$ cat config.mk
export PLATFORM = sky130hd
export DESIGN_NAME = imu_packet_deframer_unit
export DESIGN_NICKNAME = d
export VERILOG_FILES = /design/src/design/ipd_pkg.sv /design/src/design/ipd_decode.sv /design/src/design/imu_packet_deframer_unit.sv
export SDC_FILE = /design/constraint.sdc
export NUM_CORES = 1
export LEC_CHECK = 0
export ABC_CLOCK_PERIOD_IN_PS = 9800
export BUFFER_PORTS_ARGS = -buffer_cell sky130_fd_sc_hd__buf_2
export CAP_MARGIN = 30
export CORE_UTILIZATION = 60
export CTS_BUF_LIST = sky130_fd_sc_hd__clkbuf_2
export DETAILED_ROUTE_END_ITERATION = 10
export PLACE_DENSITY_LB_ADDON = 0.08
export SLEW_MARGIN = 10
export SYNTH_ARGS = -nofsm -noshare
export SYNTH_HDL_FRONTEND = slang
export SYNTH_SLANG_ARGS = --single-unit
$ cat constraint.sdc
create_clock -name clk -period 9.8 [get_ports clk]
set_input_delay 1.47 -clock clk [delete_from_list [all_inputs] [get_ports clk]]
set_output_delay 1.47 -clock clk [all_outputs]
set_load 0.05 [all_outputs]
$ cat src/design/ipd_pkg.sv
// Package for the IMU packet deframer: capture store sizing, frame kinds,
// packet type codes, receive phases and the result record.
// No dependencies; every other design file imports it.
`default_nettype none

package ipd_pkg;

  // Body bytes kept for decoding; bytes beyond this are counted only.
  // The decoder reads body offsets up to 15, so this must be at least 16.
  localparam int unsigned CAPTURE_BYTES = 16;
  localparam int unsigned CAP_IDX_W     = $clog2(CAPTURE_BYTES);
  localparam logic [15:0] CAP_LIMIT     = 16'(CAPTURE_BYTES);

  typedef logic [CAPTURE_BYTES-1:0][7:0] cap_view_t;

  typedef enum logic [1:0] {
    PH_LEN_HI = 2'd0,
    PH_LEN_LO = 2'd1,
    PH_BODY   = 2'd2
  } phase_t;

  typedef enum logic [2:0] {
    KIND_ANGLE_Q87   = 3'd0,
    KIND_ANGLE_FLOAT = 3'd1,
    KIND_TEST_INT    = 3'd2,
    KIND_TEST_FLOAT  = 3'd3,
    KIND_UNKNOWN     = 3'd4
  } frame_kind_t;

  localparam logic [15:0] TYPE_ANGLE_Q87   = 16'd1;
  localparam logic [15:0] TYPE_ANGLE_FLOAT = 16'd2;
  localparam logic [15:0] TYPE_TEST_INT    = 16'd11;
  localparam logic [15:0] TYPE_TEST_FLOAT  = 16'd12;
  localparam logic [31:0] TEST_UNKNOWN     = 32'h0000_00AA;

  typedef struct packed {
    frame_kind_t kind;
    logic [15:0] packet_type;
    logic [15:0] payload_length;
    logic [31:0] roll;
    logic [31:0] pitch;
    logic [31:0] yaw;
    logic [31:0] test_value;
    logic [7:0]  checksum;
  } result_t;

endpackage

`default_nettype wire

$ cat src/design/ipd_decode.sv
// Frame decoder: turns the captured body bytes of a finished frame into
// one result record. Purely combinational; depends on ipd_pkg.
`default_nettype none

module ipd_decode (
  input  wire ipd_pkg::cap_view_t view,
  input  wire logic [7:0]         last_byte,
  output ipd_pkg::result_t        result
);
  import ipd_pkg::*;

  logic [15:0] w4, w6, w8, w10, w12, w14;

  // Big-endian words at fixed body offsets; payload offset k is body offset 4 + k.
  assign w4  = {view[4],  view[5]};
  assign w6  = {view[6],  view[7]};
  assign w8  = {view[8],  view[9]};
  assign w10 = {view[10], view[11]};
  assign w12 = {view[12], view[13]};
  assign w14 = {view[14], view[15]};

  always_comb begin
    result                = '0;
    result.packet_type    = {view[0], view[1]};
    result.payload_length = {view[2], view[3]};
    result.checksum       = last_byte;
    priority if (result.packet_type == TYPE_ANGLE_Q87) begin
      result.kind  = KIND_ANGLE_Q87;
      result.roll  = {{16{w4[15]}}, w4};
      result.pitch = {{16{w6[15]}}, w6};
      result.yaw   = {{16{w8[15]}}, w8};
    end else if (result.packet_type == TYPE_ANGLE_FLOAT) begin
      result.kind  = KIND_ANGLE_FLOAT;
      result.roll  = {w4, w6};
      result.pitch = {w8, w10};
      result.yaw   = {w12, w14};
    end else if (result.packet_type == TYPE_TEST_INT) begin
      result.kind       = KIND_TEST_INT;
      result.test_value = {16'h0000, w4};
    end else if (result.packet_type == TYPE_TEST_FLOAT) begin
      result.kind       = KIND_TEST_FLOAT;
      result.test_value = {w4, w6};
    end else begin
      result.kind       = KIND_UNKNOWN;
      result.test_value = TEST_UNKNOWN;
    end
  end

endmodule

`default_nettype wire

$ cat src/design/imu_packet_deframer_unit.sv
// Top level of the IMU packet deframer: length/body sequencing, capture
// store and the result register. Depends on ipd_pkg and ipd_decode.
//
//   channel | direction | handshake           | payload
//   in_     | input     | in_valid/in_ready   | in_rx_byte
//   out_    | output    | out_valid/out_ready | out_frame_kind .. out_frame_checksum
//
// One byte is taken per cycle. A frame's result appears in the result register in the
// cycle after its last body byte is taken, decoded while that byte is taken from
// the capture store merged with the incoming byte.
// Input stalls only when the byte that completes a frame arrives while the
// result register still holds a result not yet taken; all other bytes pass.
// Synchronous active-low reset returns to awaiting a length high byte and
// clears the counters, the capture store and the result valid flag.
`default_nettype none

module imu_packet_deframer_unit (
  input  wire logic        clk,
  input  wire logic        rst_n,
  input  wire logic        in_valid,
  output logic             in_ready,
  input  wire logic [7:0]  in_rx_byte,
  output logic             out_valid,
  input  wire logic        out_ready,
  output logic [2:0]       out_frame_kind,
  output logic [15:0]      out_packet_type,
  output logic [15:0]      out_payload_length,
  output logic [31:0]      out_roll_bits,
  output logic [31:0]      out_pitch_bits,
  output logic [31:0]      out_yaw_bits,
  output logic [31:0]      out_test_value,
  output logic [7:0]       out_frame_checksum
);
  import ipd_pkg::*;

  phase_t      phase_r, phase_nxt;
  logic [7:0]  length_high_r, length_high_nxt;
  logic [15:0] body_length_r, body_length_nxt;
  logic [15:0] body_count_r, body_count_nxt;
  cap_view_t   capture_r, capture_nxt;
  logic        out_valid_r, out_valid_nxt;
  result_t     out_r, out_nxt;

  logic        in_take;
  logic        completes;
  logic [15:0] count_inc;
  logic [15:0] new_length;
  cap_view_t   view;
  result_t     decoded;

  assign count_inc  = body_count_r + 16'd1;
  assign new_length = {length_high_r, in_rx_byte};
  // Completion depends on state alone, so ready never looks at the payload.
  assign completes  = (phase_r == PH_BODY) && (count_inc >= body_length_r);
  assign in_ready   = !completes || !out_valid_r || out_ready;
  assign in_take    = in_valid && in_ready;

  // The last body byte is part of the decoded view in the cycle it arrives.
  always_comb begin
    for (int i = 0; i < CAPTURE_BYTES; i++) begin
      view[i] = ((phase_r == PH_BODY) && (body_count_r == 16'(i))) ? in_rx_byte
                                                                   : capture_r[i];
    end
  end

  ipd_decode u_decode (
    .view      (view),
    .last_byte (in_rx_byte),
    .result    (decoded)
  );

  always_comb begin
    phase_nxt       = phase_r;
    length_high_nxt = length_high_r;
    body_length_nxt = body_length_r;
    body_count_nxt  = body_count_r;
    capture_nxt     = capture_r;
    out_valid_nxt   = out_valid_r && !out_ready;
    out_nxt         = out_r;
    if (in_take) begin
      unique case (phase_r)
        PH_LEN_HI: begin
          length_high_nxt = in_rx_byte;
          phase_nxt       = PH_LEN_LO;
        end
        PH_LEN_LO: begin
          if (new_length == 16'd0) begin
            phase_nxt = PH_LEN_HI;
          end else begin
            body_length_nxt = new_length;
            body_count_nxt  = 16'd0;
            capture_nxt     = '0;
            phase_nxt       = PH_BODY;
          end
        end
        PH_BODY: begin
          if (body_count_r < CAP_LIMIT) begin
            capture_nxt[body_count_r[CAP_IDX_W-1:0]] = in_rx_byte;
          end
          body_count_nxt = count_inc;
          if (completes) begin
            phase_nxt     = PH_LEN_HI;
            out_valid_nxt = 1'b1;
            out_nxt       = decoded;
          end
        end
        default: begin
          phase_nxt = PH_LEN_HI;
        end
      endcase
    end
  end

  always_ff @(posedge clk) begin
    if (!rst_n) begin
      phase_r       <= PH_LEN_HI;
      length_high_r <= 8'd0;
      body_length_r <= 16'd0;
      body_count_r  <= 16'd0;
      capture_r     <= '0;
      out_valid_r   <= 1'b0;
    end else begin
      phase_r       <= phase_nxt;
      length_high_r <= length_high_nxt;
      body_length_r <= body_length_nxt;
      body_count_r  <= body_count_nxt;
      capture_r     <= capture_nxt;
      out_valid_r   <= out_valid_nxt;
    end
  end

  always_ff @(posedge clk) begin
    out_r <= out_nxt;
  end

  assign out_valid          = out_valid_r;
  assign out_frame_kind     = out_r.kind;
  assign out_packet_type    = out_r.packet_type;
  assign out_payload_length = out_r.payload_length;
  assign out_roll_bits      = out_r.roll;
  assign out_pitch_bits     = out_r.pitch;
  assign out_yaw_bits       = out_r.yaw;
  assign out_test_value     = out_r.test_value;
  assign out_frame_checksum = out_r.checksum;

  // A nonzero length starts a body with an empty capture store.
  a_capture_cleared: assert property (@(posedge clk) disable iff (!rst_n)
    ($past(rst_n) && in_take && (phase_r == PH_LEN_LO) && (new_length != 16'd0))
    |=> (capture_r == '0) && (body_count_r == 16'd0))
    else $error("capture store not cleared at body start");

  // Inside a body the count stays below the declared length.
  a_count_in_range: assert property (@(posedge clk) disable iff (!rst_n)
    (phase_r == PH_BODY) |-> (body_count_r < body_length_r))
    else $error("body count reached body length inside a body");

  // A transaction that finishes no frame leaves no result behind.
  a_no_spurious_result: assert property (@(posedge clk) disable iff (!rst_n)
    ($past(rst_n) && !(in_take && completes) && (!out_valid_r || out_ready))
    |=> !out_valid_r)
    else $error("result valid without a completed frame");

  // A completing byte always loads the result register.
  a_result_loaded: assert property (@(posedge clk) disable iff (!rst_n)
    ($past(rst_n) && in_take && completes) |=> out_valid_r && (phase_r == PH_LEN_HI))
    else $error("completed frame did not produce a result");

endmodule

`default_nettype wire
==> impl_metrics.ini <==
[clocking]
post_cts_buffers = 0
cts_buffers = 84
insertion_delay_ns = 0.92
cts.sinks = 342
tritoncts = yes
cts_max_level = 3
ctsResizeCount = 0
cts_root_buffer = clkbuf_2
ctsHoldBuffers = 0
clockBufferDepth = 3
cts.reportedPaths.clkPinSlew_ns = 0.10

[setup_path]
worstSetupPathType = flip-flop to output pin
ff2ff_setup_slack_ns = 4.76
crit_end = in_ready
crit_arrival_ns = 4.27
r2r-start = body_count_r[0]
r2r_cells = 15
cp.buffers_inverters = 1
crit_family = simple AND/OR/NAND/NOR gates
reg2reg_to = capture_r[0]
crit_chain = ha_1, nand3_1, or2_2, nor2_1, xor2_1, ha_1, nand2_1, nor2_1, a211oi_1, nand3_1, nand2_1, a21o_1, buf_2
end_kind = output pin
path_depth = 13
crit_slowest_cell = dfxtp_1
crit_start = body_count_r[0]
critPathLaunchType = flip-flop
cp_slowest_stage_delay_ns = 0.50
path_max_fanout = 11
cp.required_ns = 8.33

[die]
design.die.area_sq_um = 25300
core_area_sq_um = 24200
die_h_um = 159
num_rows = 57
start_util = 0.610
ios = 185
die_w_um = 159

[route]
drt_iter0_markers = 914
vias = 10800
firstDrtPassIters = 5
wl_um = 37300
vias_per_cell = 5.98
drc_errors = 0
postRouteAntennaNets = 0
wl_per_cell_um = 20.7

[timing]
fin_skew_ns = 0.118
fin_tns_setup_ns = 0
rsz0062_at_grt = no
post-route-period-util = 0.586
worstMarginPinSlew_ns = 1.02
timing.fmax_mhz = 174
final_hold_viol_count = 0
slew_headroom = 0.321
holdWs_ns = 0.461
setup_viol = 0
fin_crit_ns = 5.74
report.final.slew_viol_count = 0

[synth]
ys.warnings.count = 0
syn-instance-count = 1225
syn-num-nets = 1260
synth_flop_cell = edfxtp_1
synth_top_area_frac = 0.347
post_synth_num_cell_types = 56
async_flop_share = 0
yosysSeqAreaShare = 0.578
synthTopCellsByArea = edfxtp_1 35%, dfxtp_1 23%, mux2i_1 8.5%, a22o_1 7.6%, o22ai_1 2.5%
yosysTopAreaCell = edfxtp_1
synth.avg_cell_area_sq_um = 12.1
ys_seq_elements = 342
synth_edf_count = 171
synth_area_sq_um = 14800

[layout]
final_area_sq_um = 16600
fin_nets = 1439
syn_to_final_growth_pct = 11.9
fin_cells = 1797
final_common_cell = buf_2
drive_gt1_frac = 0.280
final_cell_mix = 184 x buf_2, 171 x dfxtp_1, 171 x edfxtp_1, 129 x a22o_1, 129 x clkbuf_2

[flow_run]
maxCapViolCount = 0

[placed_design]
post_dp_cell_area_sq_um = 15800
port_buffers = 184
placed_cells = 1641
dp_hpwl_um = 23000
gp_congestion = 0.875

[grt]
antenna_found_initial = 1
grt_max_degree = 70
grt_usage = 0.295
grt_pass1_wl_um = 58000
grt_pass1_vias = 10400
grt-ovfl-total = 0

[power]
total_power_mw = 2.59
leakage_nw = 6.52
peakVddDrop_uv = 95.8
powerDensity_nw_per_um2 = 157

[min_path]
worstHoldStart = body_length_r[10]
hold_path.class = flip-flop to flip-flop

[outcome]
outcome = finished, final reports clean
[flip-flops by register name (all words and copies together), names as in the netlist]
| register | cells |
|---|---|
| capture_r | 128 |
| out_pitch_bits | 32 |
| out_roll_bits | 32 |
| out_test_value | 32 |
| out_yaw_bits | 32 |
| body_count_r | 16 |
| body_length_r | 16 |
| out_packet_type | 16 |
| out_payload_length | 16 |
| length_high_r | 8 |
| out_frame_checksum | 8 |
| out_frame_kind | 3 |
| phase_r | 2 |
| out_valid | 1 |
[synthesized netlist by cell type, drive strengths merged (12+ instances only)]
library cell and count:
dfxtp 171, edfxtp 171, a22o 129, mux2i 125, o21ai 89, nand2 82, buf 64, o22ai 58
nor2 52, clkbuf 40, mux2 31, nand3 26, inv 24, ha 23, and2 20, a21boi 17
a21oi 12, nand4 12
[metrics by stage]
| stage | setup slack, ns | util |
|---|---|---|
| floorplan | 2.72 | - |
| global placement | 5.11 | 0.649 |
| detailed placement | 4.88 | 0.651 |
| CTS | 4.07 | 0.682 |
| global route | 3.68 | 0.683 |
| finish | 4.06 | 0.683 |
[where the power goes]
part	internal, mW	switching (mW)	leakage, nW
combinational	0.0400	0.118	2.71
sequential	1.50	0.00613	3.22
clock	0.352	0.574	0.588
total	1.90	0.698	6.52
[area by class of cell]
class	instances	area [sq um]
Sequential cell	342	8560
Fill cell	1924	7690
Multi-Input combinational cell	755	5690
Timing Repair Buffer	197	1070
Clock buffer	129	646
Tap cell	324	405
Clock inverter	25	109
Inverter	24	90.1
Antenna cell	1	2.50
[metal layers]
layer / GRT usage / wire [um] / up-vias
li1: - / - / 5037
met2: 0.462 / 17300 / 489
met4: 0.107 / 896 / 0
met5: 0 / 0 / -
met3: 0.0547 / 2790 / 89
met1: 0.410 / 16300 / 5137
[tightest hold or removal path, cell delays in order, from the launching register on]
cell     delay (ns)
dfxtp_1        0.32
nand2_1        0.05
mux2i_1        0.05
[kinds of logic (layout without fill, tap and decap cells)]
group	count (synthesis)	in the layout	synth area share
AOI/OAI and AO/OA	320	320	0.158
xor gates and xnor gates	14	14	0.00828
adders and majority gates	23	23	0.0194
buffers and inverters	128	375	0.0393
DFF	342	342	0.578
muxes	156	156	0.108
other	0	1	0
and+or+nand+nor	242	242	0.0888
[worst min path at each step]
stage	endpoint	slack [ns]	depth (start not counted)
after CTS	body_length_r[10]	0.46	2
after global routing	body_length_r[10]	0.48	2
after floorplan	body_length_r[10]	0.43	2
after global placement	body_length_r[15]	0.44	2
final	body_length_r[10]	0.46	2
after detailed placement	body_length_r[10]	0.45	2
Note: power is estimated with default switching activity, not from simulation.
